--- src/design/sra_pkg.sv ---
// Shared types and constants of the selective-repeat ARQ controller.
package sra_pkg;

    // Fixed field widths of the stream payloads
    localparam int FSEQ_W   = 3;
    localparam int FSLOT_W  = 2;
    localparam int DUR_W    = 16;
    localparam int S_DATA_W = 16;
    localparam int S_USER_W = 3;
    localparam int M_DATA_W = 32;
    localparam int M_USER_W = 3;
    localparam int APB_A_W  = 3;
    localparam int APB_D_W  = 32;

    localparam logic [DUR_W-1:0] DATA_TO_RESET = 16'd2500;
    localparam logic [DUR_W-1:0] ACK_TO_RESET  = 16'd1000;

    // paddr bit that selects between the two timeout registers
    localparam int REG_SEL_BIT = 2;

    typedef enum logic [2:0] {
        OP_PKT_READY    = 3'd0,
        OP_PHYS_READY   = 3'd1,
        OP_FRAME_RX     = 3'd2,
        OP_DATA_TIMEOUT = 3'd3,
        OP_ACK_TIMEOUT  = 3'd4
    } t_opcode;

    typedef enum logic [1:0] {
        FK_DATA = 2'd0,
        FK_ACK  = 2'd1,
        FK_NAK  = 2'd2
    } t_kind;

    typedef enum logic [2:0] {
        ACT_SEND       = 3'd0,
        ACT_START_DATA = 3'd1,
        ACT_STOP_DATA  = 3'd2,
        ACT_START_ACK  = 3'd3,
        ACT_STOP_ACK   = 3'd4,
        ACT_DELIVER    = 3'd5,
        ACT_GATE       = 3'd6
    } t_action;

    typedef enum logic [3:0] {
        S_IDLE,
        S_DISPATCH,
        S_SEARCH,
        S_SEND,
        S_DTIMER,
        S_STOPACK,
        S_RX_DATA,
        S_MARK,
        S_DELIVER,
        S_DELIV_ACK,
        S_ACKLOOP,
        S_GATE
    } t_state;

    typedef struct packed {
        t_action            action;
        t_kind              tx_kind;
        logic [FSEQ_W-1:0]  tx_seq;
        logic [FSEQ_W-1:0]  tx_ack;
        logic [FSLOT_W-1:0] slot;
        logic [DUR_W-1:0]   duration;
        logic               net_enable;
        logic               last;
    } t_result;

endpackage

--- src/design/selective_repeat_arq_controller.sv ---
// Selective-repeat ARQ control engine: event in, ordered command items out.
//
// The block takes one event item at a time on the s_ stream (opcode in s_tuser) and answers
// with a run of command items on the m_ stream (action in m_tuser), the run closed by a
// network-gate item with m_tlast high. A small sequencer walks the event and produces one
// command item per cycle, unless m_ stalls, into a single output register; a shared
// circular window compare decides the nak retransmit, the receive-window check and each
// step of the ack loop. An event passes through accept and dispatch, then one step per
// command item, plus steps that produce nothing: the nak check (when it naks) and the
// arrival mark on a data frame, the final test of the delivery loop, the final test of
// the ack loop on ack, nak and data frames, and up to NB + 1 search steps on a data
// timeout; m_ stalls hold any step that emits. The longest run, a data frame that
// delivers four slots and retires a full window, carries 14 command items.
// s_tready is high only while the sequencer is idle. Timeout durations come from two APB
// registers: data timeout at 0x0, ack timeout at 0x4 (paddr bit 2 selects, low bits
// ignored).
module selective_repeat_arq_controller #(
    parameter int SEQ_BITS = 3
) (
    input  logic                            i_clk,
    input  logic                            i_rst_n,
    // stream in
    input  logic                            s_tvalid,
    output logic                            s_tready,
    // [0] frame_good, [2:1] rx_kind, [5:3] rx_ack, [8:6] rx_seq, [10:9] timeout_slot
    input  logic [sra_pkg::S_DATA_W-1:0]    s_tdata,
    // [2:0] opcode
    input  logic [sra_pkg::S_USER_W-1:0]    s_tuser,
    // stream out
    output logic                            m_tvalid,
    input  logic                            m_tready,
    // [1:0] tx_kind, [4:2] tx_seq, [7:5] tx_ack, [9:8] slot, [25:10] duration,
    // [26] net_enable
    output logic [sra_pkg::M_DATA_W-1:0]    m_tdata,
    // [2:0] action
    output logic [sra_pkg::M_USER_W-1:0]    m_tuser,
    output logic                            m_tlast,
    // APB configuration
    input  logic                            psel,
    input  logic                            penable,
    input  logic                            pwrite,
    input  logic [sra_pkg::APB_A_W-1:0]     paddr,
    input  logic [sra_pkg::APB_D_W-1:0]     pwdata,
    output logic [sra_pkg::APB_D_W-1:0]     prdata,
    output logic                            pready
);

    localparam int SW  = SEQ_BITS;
    localparam int SLW = SEQ_BITS - 1;
    localparam int NB  = 2 ** (SEQ_BITS - 1);
    localparam logic [SW-1:0] NB_V = SW'(NB);
    localparam int FSW = sra_pkg::FSEQ_W;
    localparam int FLW = sra_pkg::FSLOT_W;
    localparam int DW  = sra_pkg::DUR_W;

    // ---------------------------------------------------------------- config
    logic [DW-1:0] r_data_to;
    logic [DW-1:0] r_ack_to;
    logic          w_cfg_wr;

    assign pready   = 1'b1;
    assign w_cfg_wr = psel && penable && pwrite;

    always_ff @(posedge i_clk) begin
        if (!i_rst_n) begin
            r_data_to <= sra_pkg::DATA_TO_RESET;
            r_ack_to  <= sra_pkg::ACK_TO_RESET;
        end else if (w_cfg_wr) begin
            if (paddr[sra_pkg::REG_SEL_BIT]) begin
                r_ack_to <= pwdata[DW-1:0];
            end else begin
                r_data_to <= pwdata[DW-1:0];
            end
        end
    end

    assign prdata = paddr[sra_pkg::REG_SEL_BIT] ?
                    {(sra_pkg::APB_D_W - DW)'(0), r_ack_to} :
                    {(sra_pkg::APB_D_W - DW)'(0), r_data_to};

    // ---------------------------------------------------------------- input unpack
    logic [SW+FSW-1:0]  w_in_ack_x;
    logic [SW+FSW-1:0]  w_in_seq_x;
    logic [SLW+FLW-1:0] w_in_slot_x;

    assign w_in_ack_x  = {SW'(0), s_tdata[5:3]};
    assign w_in_seq_x  = {SW'(0), s_tdata[8:6]};
    assign w_in_slot_x = {SLW'(0), s_tdata[10:9]};

    // latched event (payload, no reset)
    logic [2:0]     r_op;
    logic           r_good;
    logic [1:0]     r_rx_kind;
    logic [SW-1:0]  r_rx_ack;
    logic [SW-1:0]  r_rx_seq;
    logic [SLW-1:0] r_tslot;

    // ---------------------------------------------------------------- protocol state
    sra_pkg::t_state  r_state, n_state;
    sra_pkg::t_state  r_ret, n_ret;
    sra_pkg::t_kind   r_txkind, n_txkind;
    logic [SW-1:0]    r_seq, n_seq;          // seq of the frame being sent
    logic [SW-1:0]    r_k, n_k;              // data-timeout search step
    logic [SW-1:0]    r_nts, n_nts;          // next_to_send
    logic [SW-1:0]    r_ack_lower, n_ack_lower;
    logic [SW-1:0]    r_recv_lower, n_recv_lower;
    logic [NB-1:0]    r_arrived, n_arrived;
    logic [SW-1:0]    r_outstanding, n_outstanding;
    logic             r_nak_ok, n_nak_ok;
    logic             r_phys, n_phys;

    // output register
    logic             r_mvalid;
    sra_pkg::t_result r_res, n_res;
    logic             w_emit;
    logic             w_can_emit;

    assign w_can_emit = !r_mvalid || m_tready;
    assign s_tready   = (r_state == sra_pkg::S_IDLE);

    // recv_upper always sits NB above recv_lower
    logic [SW-1:0] w_recv_upper;
    logic [SW-1:0] w_want;       // rx_ack + 1, target of a nak
    logic [SW-1:0] w_search_seq; // ack_lower + k
    assign w_recv_upper = r_recv_lower + NB_V;
    assign w_want       = r_rx_ack + SW'(1);
    assign w_search_seq = r_ack_lower + r_k;

    // shared circular window compare: b in [a, c)
    logic [SW-1:0] w_win_a, w_win_b, w_win_c;
    logic          w_win;

    always_comb begin
        w_win_a = r_ack_lower;
        w_win_b = r_rx_ack;
        w_win_c = r_nts;
        if (r_state == sra_pkg::S_DISPATCH) begin
            w_win_b = w_want;
        end else if (r_state == sra_pkg::S_MARK) begin
            w_win_a = r_recv_lower;
            w_win_b = r_rx_seq;
            w_win_c = w_recv_upper;
        end
    end

    assign w_win = ((w_win_a <= w_win_b) && (w_win_b < w_win_c)) ||
                   ((w_win_c < w_win_a) && (w_win_a <= w_win_b)) ||
                   ((w_win_b < w_win_c) && (w_win_c < w_win_a));

    // narrowing / widening to the fixed output fields
    logic [SW+FSW-1:0]  w_txseq_x;
    logic [SW+FSW-1:0]  w_txack_x;
    logic [SLW+FLW-1:0] w_seqslot_x;
    logic [SLW+FLW-1:0] w_dlvslot_x;
    logic [SLW+FLW-1:0] w_ackslot_x;

    assign w_txseq_x   = {FSW'(0), (r_txkind == sra_pkg::FK_DATA) ? r_seq : SW'(0)};
    assign w_txack_x   = {FSW'(0), r_recv_lower - SW'(1)};
    assign w_seqslot_x = {FLW'(0), r_seq[SLW-1:0]};
    assign w_dlvslot_x = {FLW'(0), r_recv_lower[SLW-1:0]};
    assign w_ackslot_x = {FLW'(0), r_ack_lower[SLW-1:0]};

    // ---------------------------------------------------------------- sequencer
    always_comb begin
        n_state       = r_state;
        n_ret         = r_ret;
        n_txkind      = r_txkind;
        n_seq         = r_seq;
        n_k           = r_k;
        n_nts         = r_nts;
        n_ack_lower   = r_ack_lower;
        n_recv_lower  = r_recv_lower;
        n_arrived     = r_arrived;
        n_outstanding = r_outstanding;
        n_nak_ok      = r_nak_ok;
        n_phys        = r_phys;
        w_emit        = 1'b0;
        n_res         = '0;

        unique case (r_state)
            sra_pkg::S_IDLE: begin
                if (s_tvalid) begin
                    n_state = sra_pkg::S_DISPATCH;
                end
            end

            sra_pkg::S_DISPATCH: begin
                n_state = sra_pkg::S_GATE;
                unique case (r_op)
                    sra_pkg::OP_PKT_READY: begin
                        if (r_outstanding < NB_V) begin
                            n_outstanding = r_outstanding + SW'(1);
                            n_seq         = r_nts;
                            n_nts         = r_nts + SW'(1);
                            n_txkind      = sra_pkg::FK_DATA;
                            n_ret         = sra_pkg::S_GATE;
                            n_state       = sra_pkg::S_SEND;
                        end
                    end
                    sra_pkg::OP_PHYS_READY: begin
                        n_phys = 1'b1;
                    end
                    sra_pkg::OP_FRAME_RX: begin
                        if (!r_good) begin
                            if (r_nak_ok) begin
                                n_txkind = sra_pkg::FK_NAK;
                                n_seq    = '0;
                                n_ret    = sra_pkg::S_GATE;
                                n_state  = sra_pkg::S_SEND;
                            end
                        end else begin
                            unique case (r_rx_kind)
                                sra_pkg::FK_DATA: n_state = sra_pkg::S_RX_DATA;
                                sra_pkg::FK_ACK:  n_state = sra_pkg::S_ACKLOOP;
                                sra_pkg::FK_NAK: begin
                                    n_state = sra_pkg::S_ACKLOOP;
                                    if (w_win) begin
                                        // retransmit the frame after the nak'd one
                                        n_txkind = sra_pkg::FK_DATA;
                                        n_seq    = w_want;
                                        n_ret    = sra_pkg::S_ACKLOOP;
                                        n_state  = sra_pkg::S_SEND;
                                    end
                                end
                                default: n_state = sra_pkg::S_GATE;
                            endcase
                        end
                    end
                    sra_pkg::OP_DATA_TIMEOUT: begin
                        n_k     = '0;
                        n_state = sra_pkg::S_SEARCH;
                    end
                    sra_pkg::OP_ACK_TIMEOUT: begin
                        n_txkind = sra_pkg::FK_ACK;
                        n_seq    = '0;
                        n_ret    = sra_pkg::S_GATE;
                        n_state  = sra_pkg::S_SEND;
                    end
                    default: n_state = sra_pkg::S_GATE;
                endcase
            end

            // find the outstanding seq that lives in the expired slot
            sra_pkg::S_SEARCH: begin
                if ((r_k < r_outstanding) && (r_k < NB_V)) begin
                    if (w_search_seq[SLW-1:0] == r_tslot) begin
                        n_txkind = sra_pkg::FK_DATA;
                        n_seq    = w_search_seq;
                        n_ret    = sra_pkg::S_GATE;
                        n_state  = sra_pkg::S_SEND;
                    end else begin
                        n_k = r_k + SW'(1);
                    end
                end else begin
                    n_state = sra_pkg::S_GATE;
                end
            end

            sra_pkg::S_SEND: begin
                if (w_can_emit) begin
                    w_emit          = 1'b1;
                    n_res.action    = sra_pkg::ACT_SEND;
                    n_res.tx_kind   = r_txkind;
                    n_res.tx_seq    = w_txseq_x[FSW-1:0];
                    n_res.tx_ack    = w_txack_x[FSW-1:0];
                    n_res.slot      = (r_txkind == sra_pkg::FK_DATA) ?
                                      w_seqslot_x[FLW-1:0] : FLW'(0);
                    n_phys          = 1'b0;
                    if (r_txkind == sra_pkg::FK_NAK) begin
                        n_nak_ok = 1'b0;
                    end
                    n_state = (r_txkind == sra_pkg::FK_DATA) ?
                              sra_pkg::S_DTIMER : sra_pkg::S_STOPACK;
                end
            end

            sra_pkg::S_DTIMER: begin
                if (w_can_emit) begin
                    w_emit         = 1'b1;
                    n_res.action   = sra_pkg::ACT_START_DATA;
                    n_res.slot     = w_seqslot_x[FLW-1:0];
                    n_res.duration = r_data_to;
                    n_state        = sra_pkg::S_STOPACK;
                end
            end

            sra_pkg::S_STOPACK: begin
                if (w_can_emit) begin
                    w_emit       = 1'b1;
                    n_res.action = sra_pkg::ACT_STOP_ACK;
                    n_state      = r_ret;
                end
            end

            // data frame: nak when out of order and a nak is allowed, else arm the ack timer
            sra_pkg::S_RX_DATA: begin
                if ((r_rx_seq != r_recv_lower) && r_nak_ok) begin
                    n_txkind = sra_pkg::FK_NAK;
                    n_seq    = '0;
                    n_ret    = sra_pkg::S_MARK;
                    n_state  = sra_pkg::S_SEND;
                end else if (w_can_emit) begin
                    w_emit         = 1'b1;
                    n_res.action   = sra_pkg::ACT_START_ACK;
                    n_res.duration = r_ack_to;
                    n_state        = sra_pkg::S_MARK;
                end
            end

            sra_pkg::S_MARK: begin
                if (w_win) begin
                    n_arrived[r_rx_seq[SLW-1:0]] = 1'b1;
                end
                n_state = sra_pkg::S_DELIVER;
            end

            sra_pkg::S_DELIVER: begin
                if (r_arrived[r_recv_lower[SLW-1:0]]) begin
                    if (w_can_emit) begin
                        w_emit       = 1'b1;
                        n_res.action = sra_pkg::ACT_DELIVER;
                        n_res.slot   = w_dlvslot_x[FLW-1:0];
                        n_nak_ok     = 1'b1;
                        n_arrived[r_recv_lower[SLW-1:0]] = 1'b0;
                        n_recv_lower = r_recv_lower + SW'(1);
                        n_state      = sra_pkg::S_DELIV_ACK;
                    end
                end else begin
                    n_state = sra_pkg::S_ACKLOOP;
                end
            end

            sra_pkg::S_DELIV_ACK: begin
                if (w_can_emit) begin
                    w_emit         = 1'b1;
                    n_res.action   = sra_pkg::ACT_START_ACK;
                    n_res.duration = r_ack_to;
                    n_state        = sra_pkg::S_DELIVER;
                end
            end

            // cumulative ack: retire frames up to rx_ack
            sra_pkg::S_ACKLOOP: begin
                if (w_win) begin
                    if (w_can_emit) begin
                        w_emit       = 1'b1;
                        n_res.action = sra_pkg::ACT_STOP_DATA;
                        n_res.slot   = w_ackslot_x[FLW-1:0];
                        if (r_outstanding != '0) begin
                            n_outstanding = r_outstanding - SW'(1);
                        end
                        n_ack_lower = r_ack_lower + SW'(1);
                    end
                end else begin
                    n_state = sra_pkg::S_GATE;
                end
            end

            sra_pkg::S_GATE: begin
                if (w_can_emit) begin
                    w_emit           = 1'b1;
                    n_res.action     = sra_pkg::ACT_GATE;
                    n_res.net_enable = (r_outstanding < NB_V) && r_phys;
                    n_res.last       = 1'b1;
                    n_state          = sra_pkg::S_IDLE;
                end
            end

            default: n_state = sra_pkg::S_IDLE;
        endcase
    end

    always_ff @(posedge i_clk) begin
        if (!i_rst_n) begin
            r_state       <= sra_pkg::S_IDLE;
            r_ret         <= sra_pkg::S_GATE;
            r_txkind      <= sra_pkg::FK_DATA;
            r_seq         <= '0;
            r_k           <= '0;
            r_nts         <= '0;
            r_ack_lower   <= '0;
            r_recv_lower  <= '0;
            r_arrived     <= '0;
            r_outstanding <= '0;
            r_nak_ok      <= 1'b1;
            r_phys        <= 1'b0;
        end else begin
            r_state       <= n_state;
            r_ret         <= n_ret;
            r_txkind      <= n_txkind;
            r_seq         <= n_seq;
            r_k           <= n_k;
            r_nts         <= n_nts;
            r_ack_lower   <= n_ack_lower;
            r_recv_lower  <= n_recv_lower;
            r_arrived     <= n_arrived;
            r_outstanding <= n_outstanding;
            r_nak_ok      <= n_nak_ok;
            r_phys        <= n_phys;
        end
    end

    // event capture
    always_ff @(posedge i_clk) begin
        if (s_tvalid && s_tready) begin
            r_op      <= s_tuser;
            r_good    <= s_tdata[0];
            r_rx_kind <= s_tdata[2:1];
            r_rx_ack  <= w_in_ack_x[SW-1:0];
            r_rx_seq  <= w_in_seq_x[SW-1:0];
            r_tslot   <= w_in_slot_x[SLW-1:0];
        end
    end

    // output register
    always_ff @(posedge i_clk) begin
        if (!i_rst_n) begin
            r_mvalid <= 1'b0;
        end else if (w_emit) begin
            r_mvalid <= 1'b1;
        end else if (m_tready) begin
            r_mvalid <= 1'b0;
        end
    end

    always_ff @(posedge i_clk) begin
        if (w_emit) begin
            r_res <= n_res;
        end
    end

    assign m_tvalid = r_mvalid;
    assign m_tuser  = r_res.action;
    assign m_tlast  = r_res.last;
    assign m_tdata  = {5'b0, r_res.net_enable, r_res.duration, r_res.slot,
                       r_res.tx_ack, r_res.tx_seq, r_res.tx_kind};

    // ---------------------------------------------------------------- assertions
    a_last_on_gate: assert property (@(posedge i_clk) disable iff (!i_rst_n)
        m_tvalid |-> (m_tlast == (m_tuser == sra_pkg::ACT_GATE)))
        else $error("tlast not tied to the gate item");

    a_outstanding_span: assert property (@(posedge i_clk) disable iff (!i_rst_n)
        r_outstanding == SW'(r_nts - r_ack_lower))
        else $error("outstanding count out of step with the send window");

    a_outstanding_max: assert property (@(posedge i_clk) disable iff (!i_rst_n)
        r_outstanding <= NB_V)
        else $error("outstanding count above window size");

    a_busy_after_accept: assert property (@(posedge i_clk) disable iff (!i_rst_n)
        (s_tvalid && s_tready) |=> !s_tready)
        else $error("second event accepted while busy");

endmodule

--- config.mk ---
export PLATFORM = sky130hd
export DESIGN_NAME = selective_repeat_arq_controller
export DESIGN_NICKNAME = d
export VERILOG_FILES = /design/src/design/sra_pkg.sv /design/src/design/selective_repeat_arq_controller.sv
export SDC_FILE = /design/constraint.sdc
export NUM_CORES = 1
export LEC_CHECK = 0
export BUFFER_PORTS_ARGS = -buffer_cell sky130_fd_sc_hd__buf_4
export CORE_MARGIN = 5
export CORE_UTILIZATION = 26
export CTS_CLUSTER_SIZE = 24
export DETAILED_ROUTE_END_ITERATION = 16
export SYNTH_ARGS = -nofsm -noshare
export SYNTH_HDL_FRONTEND = slang
export SYNTH_SLANG_ARGS = --single-unit
--- constraint.sdc ---
create_clock -name i_clk -period 9.35 [get_ports i_clk]
set_clock_uncertainty 0.2 [all_clocks]
set_input_delay 0.935 -clock i_clk [delete_from_list [all_inputs] [get_ports i_clk]]
set_output_delay 0.935 -clock i_clk [all_outputs]
set_load 0.005 [all_outputs]
# After elaboration in Yosys (flattened, before gate mapping)
# Cells that the tools add are included.
# Widths: inputs -> output; s select.
# op_classes
n_addsub	10
multipliers	0
n_div	0
magnitude_cmp	10
n_eq_ne	50
n_shift	0
mux	115
n_bitwise	4
reduce_logical	43
# op_table
op	n
$mux 4	28
$mux 3	26
$mux 16	3
$pmux 16 s3	1
$pmux 4 s12	1
$mux 2	18
$ne 2x2->1 const B	18
$pmux 4 s3	3
$pmux 3 s8	1
$add 3x1->3 const B	6
$mux 1	18
$mux 18	1
$pmux 3 s3	2
$eq 4x3->1 const B	4
$eq 4x4->1 const B	4
$pmux 4 s4	1
$reduce_and 3->1	5
$ne 3x3->1 const B	4
$ne 4x4->1 const B	3
$pmux 2 s3	2
$pmux 3 s2	2
$reduce_bool 2->1	6
$logic_and 1x1->1	11
$reduce_and 10->1	1
other kinds (41)	63
# word_totals
regBits	112
latch_bits	0
ramBits	0
mem_bits_ro	0
memories	0

# Logic depth before layout (Yosys ltp)
# Gate-level depths: netlist (run 1).
# depth
word_depth	12
ltp_mapped	14
ltp_nobuf	12

# Worst setup path after synthesis (run 1)
# Ideal clock, no wire load.
# synth_path
kind	register -> register
start	register r_rx_ack[0]
end	register r_res, in the netlist m_tdata[0], enable pin
t_arrival_ns	4.175
required_ns	8.721
path_slack_ns	4.545
stages_incl_launch_ff	11
period_less_slack_ns	4.805
path_cell_list	edfxtp_1 ha_1 or4b_4 a21oi_4 nor3_1 ha_1 o41ai_2 or2_2 and2_1 nand2_1 a21oi_1
# synth_between
elab_chain_len	8
# synth_rtl
item	line_no	source
start, declared	selective_repeat_arq_controller.sv:94	logic [SW-1:0] r_rx_ack;
start signal, assigned	selective_repeat_arq_controller.sv:409	r_rx_ack <= w_in_ack_x[SW-1:0];
$add 3x1->3 / $mux 3 (equally long branches)	selective_repeat_arq_controller.sv:126, selective_repeat_arq_controller.sv:139	
$mux 3 *	selective_repeat_arq_controller.sv:137	if (r_state == sra_pkg::S_DISPATCH) begin
$le 3x3->1 / $lt 3x3->1 (equally long branches)	selective_repeat_arq_controller.sv:146, selective_repeat_arq_controller.sv:147, selective_repeat_arq_controller.sv:148	
$logic_and 1x1->1, on equally long branches	selective_repeat_arq_controller.sv:146, selective_repeat_arq_controller.sv:147	
$logic_or 1x1->1	selective_repeat_arq_controller.sv:146	assign w_win = ((w_win_a <= w_win_b) && (w_win_b < w_win_c)) ||
$logic_or 1x1->1 *	selective_repeat_arq_controller.sv:147	((w_win_c < w_win_a) && (w_win_a <= w_win_b)) ||
$mux 1 *	selective_repeat_arq_controller.sv:344	if (w_win) begin
$pmux 1 s4 *	selective_repeat_arq_controller.sv:180	unique case (r_state)
net w_emit	selective_repeat_arq_controller.sv:115	logic w_emit;
end signal, assigned	selective_repeat_arq_controller.sv:428	r_res <= n_res;
end, declared	selective_repeat_arq_controller.sv:114	sra_pkg::t_result r_res, n_res;
# The timed path passes the listed nets; every way through them passes the cells marked *.
# A chain may end at the register's enable or synchronous reset.

# Worst setup path after layout (run 1)
# layout_path
start	register r_state[2]
end	register r_res, in the netlist m_tdata[11], enable pin
# layout_between
elab_chain_len	9
# layout_rtl
item	line_no	source
start, declared	selective_repeat_arq_controller.sv:99	sra_pkg::t_state r_state, n_state;
start signal, assigned	selective_repeat_arq_controller.sv:375	r_state <= sra_pkg::S_IDLE;
start signal, assigned	selective_repeat_arq_controller.sv:388	r_state <= n_state;
$eq 4x3->1	selective_repeat_arq_controller.sv:139	end else if (r_state == sra_pkg::S_MARK) begin
$mux 3	selective_repeat_arq_controller.sv:139	
$mux 3	selective_repeat_arq_controller.sv:137	
$le 3x3->1, or another cell as far along	selective_repeat_arq_controller.sv:146, selective_repeat_arq_controller.sv:147	
$logic_and 1x1->1, on equally long branches	selective_repeat_arq_controller.sv:146, selective_repeat_arq_controller.sv:147	
$logic_or 1x1->1	selective_repeat_arq_controller.sv:146	
$logic_or 1x1->1	selective_repeat_arq_controller.sv:147	
$mux 1	selective_repeat_arq_controller.sv:344	
$pmux 1 s4 *	selective_repeat_arq_controller.sv:180	
net w_emit	selective_repeat_arq_controller.sv:115	
# Marks and branches as above.

==> impl_metrics.env, run 1 <==
export IMPL_final_hold_violation_count=0
export IMPL_clk_insertion_delay_late_ns=0.35
export IMPL_start_util_pct=26.18
export IMPL_die_w_um=160.3
export IMPL_htree_levels=3
export IMPL_ys_types=80
export IMPL_cpPeakStageDelay_ns=0.96
export IMPL_final_cells=977
export IMPL_ant_nets=0
export IMPL_synth_ff_type="dfxtp_1"
export IMPL_worstMarginPinSlew_ns=1.007
export IMPL_fin_crit_ns=4.852
export IMPL_clk_pin_slew_ns=0.08
export IMPL_ctsResizeCount=0
export IMPL_layout_commonest_cell="nand2_1"
export IMPL_critical_path_class="flop to flop"
export IMPL_wl_per_cell_um=15.76
export IMPL_place_inst=961
export IMPL_pwr_density_cell_nw_per_um2=246.4
export IMPL_syn_avg_cell_area_um2=9.397
export IMPL_fmaxAchievable_mhz=206.1
export IMPL_maxSlewViolCount=0
export IMPL_fin_nets=764
export IMPL_crit_chain="nand4b_2 > nor2_1 > a21oi_1 > ha_1 > nor2_1 > o41ai_1 > a32oi_2 > o2bb2ai_2 > and2_1 > nand2_1 > a21oi_4"
export IMPL_cts_tree="yes"
export IMPL_synth_warnings=0
export IMPL_setup_viol=0
export IMPL_crit_path_frequent_cell="nor2_1"
export IMPL_drtIter0Drc=356
export IMPL_design_core_area_um2=22430
export IMPL_diodes=0
export IMPL_synth_area_leaders="edfxtp_1 (23%), dfxtp_1 (22%), nand2_1 (5.9%)"
export IMPL_rows=55
export IMPL_drc_errors=0
export IMPL_cap_violations=0
export IMPL_cts_path_max_buffers=2
export IMPL_numClockSinks=111
export IMPL_netlist_area_um2=5873
export IMPL_via_per_inst=4.771
export IMPL_hpwl_um=11150
export IMPL_ir_drop_mv=0.1862
export IMPL_path_max_fanout=31
export IMPL_ios=132
export IMPL_netlist_instances=625
export IMPL_power_mw=1.718
export IMPL_setup_tns_ns=0
export IMPL_die_h_um=160.3
export IMPL_ys_seq_area_share_pct=45.50
export IMPL_overflow=0
export IMPL_vias=4661
export IMPL_tritoncts_num_buffers=9
export IMPL_post_cts_buffers=0
export IMPL_yosys_area_top_type="edfxtp_1"
export IMPL_required_ns=9.11
export IMPL_end_kind="flop"
export IMPL_first_pass_iters=4
export IMPL_synth_edff_count=45
export IMPL_grt_pass1_wl_um=24450
export IMPL_fin_util_pct=31.08
export IMPL_rsz0062_at_grt="no"
export IMPL_dieArea_um2=25690
export IMPL_totalWireLength_um=15400
export IMPL_p_leak_nw=2.693
export IMPL_grt_max_degree=43
export IMPL_layout_common_cells="nand2_1 (93), buf_4 (90), dfxtp_1 (66), a21oi_1 (51), edfxtp_1 (45)"
export IMPL_drive_gt1_share_pct=20.81
export IMPL_areaGrowthSynthToFinish_pct=18.70
export IMPL_cp_top_family="compound AO/OA/AOI/OAI gates"
export IMPL_holdBufCountCts=0
export IMPL_crit_buf_inv=0
export IMPL_cp_start_kind="flop"
export IMPL_slew_headroom_pct=31.97
export IMPL_synth_seq_cells=111
export IMPL_min_period_over_period_pct=51.89
export IMPL_async_reset_ff_share_pct=0
export IMPL_antenna_found_initial=0
export IMPL_numPortBuffers=86
export IMPL_crit_arrival_ns=4.61
export IMPL_status="finished clean"
export IMPL_grt_pass1_vias=4510
export IMPL_cts_root_buffer_cell="clkbuf_16"
export IMPL_hold_class="flop to flop"
export IMPL_grt_usage_pct=11.68
export IMPL_gp_congestion=0.8754
export IMPL_cpMaxStageDelayCell="dfxtp_1"
export IMPL_synth_top_area_share_pct=23.01
## where the power goes
part           internal [mW]  total (mW)  switching [mW]  leakage (nW)
clock                  0.218       0.397           0.179         0.151
combinational          0.257       0.582           0.325          1.58
sequential             0.638       0.739           0.101         0.962
total                   1.11        1.72           0.605          2.69
## kinds of logic (layout without fill, tap and decap cells)
group / after synthesis / count (layout) / synth area share [%]
AOI/OAI and AO/OA: 144 / 144 / 17.15
xor gates and xnor gates: 16 / 16 / 2.386
adders and majority gates: 18 / 18 / 4.048
buffers and inverters: 80 / 127 / 6.988
DFF: 111 / 111 / 45.51
muxes: 26 / 26 / 4.985
other: 2 / 22 / 0.1279
and+or+nand+nor: 228 / 228 / 18.81
## path summary, 6_finish.rpt
check | to | cells after the start | from | slack [ns]
max reg2reg | m_tdata[11] | 11 | r_state[2] | 4.50
min reg2reg | r_seq[2] | 2 | r_seq[2] | 0.27
min | r_seq[2] | 2 | r_seq[2] | 0.27
max | m_tdata[11] | 11 | r_state[2] | 4.50
## synth_stat cells (3+ instances only)
cell       n
nand2_1   93
buf_6      3
nor4_1     4
buf_1      5
nor4bb_1   3
or2_2      3
mux2i_1    9
a21oi_1   52
buf_2      4
edfxtp_1  45
inv_1     20
a22o_1    16
nor2b_1    3
clkbuf_1  25
xor2_1     8
o21ai_0   20
buf_4     22
nand2b_1  13
nor3_1     9
nor2_1    39
ha_1      14
nand4_1    5
and3_1     8
and2_1     6
a31oi_1    3
o22ai_1    3
xnor2_1    8
mux2_2    16
o31ai_1    5
dfxtp_1   66
nand3_1   26
a21o_1     6
o21ai_1    3
## routing by layer
layer | GRT usage (%) | part of all wire, %
met4 | 3.872 | 2.4
met3 | 2.386 | 6.0
met1 | 15.80 | 45
met5 | 0 | 0
met2 | 18.75 | 47
## metrics by stage
stage,worst slack [ns],hold WS (ns),cell area [µm²]
finish,4.498,0.2661,6972
global route,4.208,0.2803,6972
CTS,4.598,0.2695,6972
detailed placement,4.621,0.2547,6666
global placement,4.668,0.2537,6666
floorplan,4.545,0.2373,5948
## registers in the layout, indices dropped and copies added, names as in the netlist, 2 cells and up
register and flops:
r_tslot 2, r_rx_seq 3, r_rx_ack 3, r_seq 3, r_outstanding 3, r_recv_lower 3, r_state 4, r_arrived 4
r_k 3, r_rx_kind 2, r_data_to 16, r_ack_to 16, m_tdata 27, m_tuser 3, r_op 3, r_txkind 2
r_ret 3, r_nts 3, r_ack_lower 3
## layout make-up
| class | instances | area (µm²) |
|---|---|---|
| timing repair buffer | 90 | 675.6 |
| multi-input combinational | 454 | 2883 |
| sequential | 111 | 2673 |
| clock buffer | 11 | 242.7 |
| clock inverter | 5 | 62.56 |
| fill | 2361 | 15460 |
| inverter | 21 | 78.83 |
| tap | 285 | 356.6 |
## worst register-to-register path, delay by kind of cell, from the launching register on
| family | cells | cell delay, ns |
|---|---|---|
| adders and majority gates | 1 | 0.30 |
| and+or+nand+nor | 5 | 1.11 |
| AOI/OAI and AO/OA | 5 | 1.88 |
| DFF | 1 | 0.96 |
(Power assumes the default switching activity.)
==> run 2: changes to the inputs <==
Clock period 9.35 ns to 4.53 ns, I/O delays scaled along.
==> run 2 against run 1 <==
  * Non-clock buffer count rose by 8
  * Clock power grew 100%
  * Via count increased by 0.75%
  * Critical path depth increased by 1
  * Hold slack got worse by 0.19 ns
  * Final area increased by 0.90%
  * Setup slack lost 3.9 ns
  * Global-route usage increased by 0.093 points
  * Combinational power increased by 120%
  * Routed wire length is 0.22% lower
  * First-iteration DRC count up 1.1%
  * Total power increased by 110%
  * Critical path type unchanged
  * Highest routed layer unchanged
==> impl_metrics.env, run 2 (same netlist as run 1, synthesis figures left out) <==
export IMPL_critical_path_class="flop to flop"
export IMPL_tritoncts_num_buffers=9
export IMPL_place_area_um2=6739
export IMPL_die_w_um=160.3
export IMPL_cap_violations=0
export IMPL_grt_usage_pct=11.78
export IMPL_drive_gt1_share_pct=21.75
export IMPL_setup_tns_ns=0
export IMPL_crit_arrival_ns=3.81
export IMPL_end_kind="flop"
export IMPL_grt_max_degree=37
export IMPL_rsz0062_at_grt="no"
export IMPL_cts_tree="yes"
export IMPL_first_pass_iters=5
export IMPL_worstMarginPinSlew_ns=0.9703
export IMPL_clk_insertion_delay_late_ns=0.35
export IMPL_ctsResizeCount=0
export IMPL_clk_pin_slew_ns=0.07
export IMPL_power_mw=3.573
export IMPL_hpwl_um=11520
export IMPL_fin_util_pct=31.36
export IMPL_diodes=0
export IMPL_min_period_over_period_pct=87.51
export IMPL_die_h_um=160.3
export IMPL_num_fill_cells=2348
export IMPL_largest_reg_flops=27
export IMPL_gp_congestion=0.8966
export IMPL_holdBufCountCts=0
export IMPL_post_cts_buffers=0
export IMPL_crit_chain="nand4b_2 > nor2_1 > a21oi_1 > ha_1 > nor2_1 > o41ai_1 > a32oi_2 > o2bb2ai_2 > and2_1 > nand2_1 > a21oi_4 > buf_12"
export IMPL_layout_commonest_cell="buf_4"
export IMPL_path_max_fanout=31
export IMPL_design_core_area_um2=22430
export IMPL_vias=4696
export IMPL_cpMaxStageDelayCell="dfxtp_1"
export IMPL_wl_per_cell_um=15.62
export IMPL_dieArea_um2=25690
export IMPL_ant_nets=0
export IMPL_via_per_inst=4.772
export IMPL_status="finished clean"
export IMPL_drtIter0Drc=360
export IMPL_layout_common_cells="buf_4 (97), nand2_1 (93), dfxtp_1 (66), a21oi_1 (51), edfxtp_1 (45)"
export IMPL_numClockSinks=111
export IMPL_cp_start_kind="flop"
export IMPL_ios=132
export IMPL_cts_path_max_buffers=2
export IMPL_htree_levels=3
export IMPL_fmaxAchievable_mhz=252.3
export IMPL_pwr_density_cell_nw_per_um2=507.9
export IMPL_crit_path_frequent_cell="nor2_1"
export IMPL_cpPeakStageDelay_ns=0.69
export IMPL_fin_crit_ns=3.964
export IMPL_maxSlewViolCount=0
export IMPL_setup_viol=0
export IMPL_grt_pass1_wl_um=24590
export IMPL_slew_headroom_pct=34.43
export IMPL_areaGrowthSynthToFinish_pct=19.77
export IMPL_ir_drop_mv=0.2985
export IMPL_overflow=0
export IMPL_antenna_found_initial=0
export IMPL_fin_nets=772
export IMPL_drc_errors=0
export IMPL_cts_root_buffer_cell="clkbuf_16"
export IMPL_hold_class="primary input to flop"
export IMPL_rows=55
export IMPL_totalWireLength_um=15370
export IMPL_start_util_pct=26.18
export IMPL_fin_area_um2=7034
export IMPL_p_leak_nw=2.722
export IMPL_required_ns=4.38
export IMPL_numPortBuffers=86
export IMPL_grt_pass1_vias=4578
export IMPL_final_hold_violation_count=0
==> run 2: stage by stage <==
step | hold slack (ns) | std cells | worst slack (ns)
floorplan | 0.2373 | 645 | 0.3237
global placement | 0.2547 | 969 | 0.6448
detailed placement | 0.2632 | 969 | 0.6097
CTS | 0.06503 | 984 | 0.6025
global route | 0.06475 | 984 | 0.2999
finish | 0.07878 | 984 | 0.5658
==> run 2: worst max-delay path: cells and delay by family, from the launching register on <==
family / cells / cell delay, ns
AOI/OAI and AO/OA: 5 / 1.26
adders and majority gates: 1 / 0.29
buffers and inverters: 1 / 0.21
DFF: 1 / 0.69
and+or+nand+nor: 5 / 0.98
==> run 2: path summary, 6_finish.rpt <==
kind,from,endpoint,slack [ns],cells past startpoint
setup / recovery,r_state[0],m_tdata[11],0.57,12
setup reg to reg,r_state[0],m_tdata[11],0.57,12
hold reg to reg,r_data_to[4],r_data_to[4],0.27,2
hold / removal,s_tdata[2],r_rx_kind[1],0.08,1
==> run 2: power by group <==
group          leakage, nW  internal [mW]  switching, mW
registers            0.962           1.31          0.166
logic                 1.62          0.583          0.714
clock network        0.136          0.430          0.368
==> run 2: metal layers <==
metal  routed length [µm]  share of wire, %  vias up  track usage [%]
met5                    0                 0        -                0
met4                  333               2.2        0            4.380
met3                  886               5.8       19            1.976
met2                 7308                48      130            19.19
met1                 6840                45     2215            15.75
li1                     -                 -     2332                -
==> run 2: area by class of cell <==
type / count / area [µm²] / share of cell area (%)
Inverter: 21 / 78.83 / 1.121
Clock buffer: 9 / 225.2 / 3.202
Sequential cell: 111 / 2673 / 37.99
Multi-Input combinational cell: 454 / 2883 / 40.98
Tap cell: 285 / 356.6 / 5.069
Clock inverter: 6 / 70.07 / 0.9961
Timing Repair Buffer: 98 / 748.2 / 10.64
==> run 3: changes to the inputs <==
Settings changed: HOLD_SLACK_MARGIN set to 0.12.
==> run 3 against run 2 <==
  * First-iteration DRC count increased by 14%
  * Maximum frequency increased by 0.62%
  * Register-to-register slack improved by 0.02 ns
==> impl_metrics.env, run 3 (same netlist as run 1, synthesis figures left out) <==
export IMPL_ant_nets=0
export IMPL_ctsResizeCount=0
export IMPL_p_leak_nw=2.806
export IMPL_worst_hold_slack_ns=0.1276
export IMPL_maxSlewViolCount=0
export IMPL_register_area_um2=2673
export IMPL_slew_headroom_pct=37.67
export IMPL_holdBufCountCts=20
export IMPL_diodes=0
export IMPL_fin_area_um2=7234
export IMPL_antenna_found_initial=0
export IMPL_areaGrowthSynthToFinish_pct=23.18
export IMPL_cts_path_max_buffers=2
export IMPL_via_per_inst=4.768
export IMPL_wl_per_cell_um=15.35
export IMPL_status="finished clean"
export IMPL_die_w_um=160.3
export IMPL_num_fill_cells=2337
export IMPL_fin_util_pct=32.25
export IMPL_dieArea_um2=25690
export IMPL_ios=132
export IMPL_overflow=0
export IMPL_clk_pin_slew_ns=0.08
export IMPL_grt_pass1_wl_um=24830
export IMPL_cp_start_kind="flop"
export IMPL_largest_reg_flops=27
export IMPL_drive_gt1_share_pct=21.14
export IMPL_ir_drop_mv=0.2960
export IMPL_cap_violations=0
export IMPL_start_util_pct=26.18
export IMPL_pwr_density_cell_nw_per_um2=495.8
export IMPL_multi_input_area_um2=2883
export IMPL_numPortBuffers=86
export IMPL_setup_tns_ns=0
export IMPL_crit_arrival_ns=3.79
export IMPL_worstMarginPinSlew_ns=0.9224
export IMPL_grt_usage_pct=11.83
export IMPL_end_kind="flop"
export IMPL_tritoncts_num_buffers=9
export IMPL_critical_path_class="flop to flop"
export IMPL_place_area_um2=6739
export IMPL_path_max_fanout=31
export IMPL_final_hold_violation_count=0
export IMPL_layout_commonest_cell="buf_4"
export IMPL_gp_congestion=0.8966
export IMPL_vias=4787
export IMPL_place_inst=969
export IMPL_die_h_um=160.3
export IMPL_drc_errors=0
export IMPL_setup_viol=0
export IMPL_clk_insertion_delay_late_ns=0.35
export IMPL_required_ns=4.38
export IMPL_fin_crit_ns=3.940
export IMPL_rsz0062_at_grt="no"
export IMPL_grt_max_degree=37
export IMPL_htree_levels=3
export IMPL_final_cells=1004
export IMPL_hpwl_um=11520
export IMPL_totalWireLength_um=15410
export IMPL_layout_common_cells="buf_4 (97), nand2_1 (93), dfxtp_1 (66), a21oi_1 (51), edfxtp_1 (45)"
export IMPL_post_cts_buffers=0
export IMPL_first_pass_iters=5
export IMPL_grt_pass1_vias=4702
export IMPL_cts_tree="yes"
export IMPL_cts_root_buffer_cell="clkbuf_16"
export IMPL_min_period_over_period_pct=86.97
export IMPL_hold_class="primary input to flop"
export IMPL_fin_nets=792
export IMPL_drtIter0Drc=411
export IMPL_numClockSinks=111
export IMPL_rows=55
export IMPL_design_core_area_um2=22430
export IMPL_fmaxAchievable_mhz=253.8
## run 3: cell count changes in the layout (fill, tap and decap cells not counted), sizes merged
cell / before / now
dlygate4sd3: 0 / 20
## run 3: metrics by stage
stage / worst slack, ns / total power [mW]
global route: 0.2999 / 3.816
detailed placement: 0.6097 / 2.804
finish: 0.5904 / 3.587
global placement: 0.6448 / 2.787
CTS: 0.6025 / 3.624
floorplan: 0.3237 / 2.280
## run 3: final timing paths
kind         cells after the start       endpoint           from  slack (ns)
max                             12    m_tdata[11]     r_state[0]        0.59
min                              3  r_data_to[11]     pwdata[11]        0.13
max reg2reg                     12    m_tdata[11]     r_state[0]        0.59
min reg2reg                      2  r_data_to[15]  r_data_to[15]        0.27
## run 3: cell type report
| cell class | instances | share of cell area, % |
|---|---|---|
| sequential | 111 | 36.94 |
| multi-input combinational | 454 | 39.85 |
| inverter | 21 | 1.090 |
| clock buffer | 9 | 3.113 |
| tap | 285 | 4.929 |
| timing repair buffer | 118 | 13.11 |
| clock inverter | 6 | 0.9685 |
## run 3: worst max-delay path, stage by stage, from the launching register on
cell	delay, ns
dfxtp_1	0.69
nand4b_2	0.34
nor2_1	0.24
a21oi_1	0.06
ha_1	0.29
nor2_1	0.05
o41ai_1	0.49
a32oi_2	0.22
o2bb2ai_2	0.25
and2_1	0.20
nand2_1	0.15
a21oi_4	0.21
buf_12	0.21
## run 3: metal layers
metal  up-vias  GRT usage [%]  wire (µm)
li1       2371              -          -
met1      2255          15.62       6906
met2       140          19.31       7287
met3        21          1.848        831
met4         0          5.006        385
met5         -              0          0
## run 3: power breakdown
group	switching [mW]	internal [mW]	total, mW
registers	0.166	1.31	1.48
clock network	0.367	0.430	0.797
logic	0.717	0.594	1.31
total	1.25	2.34	3.59
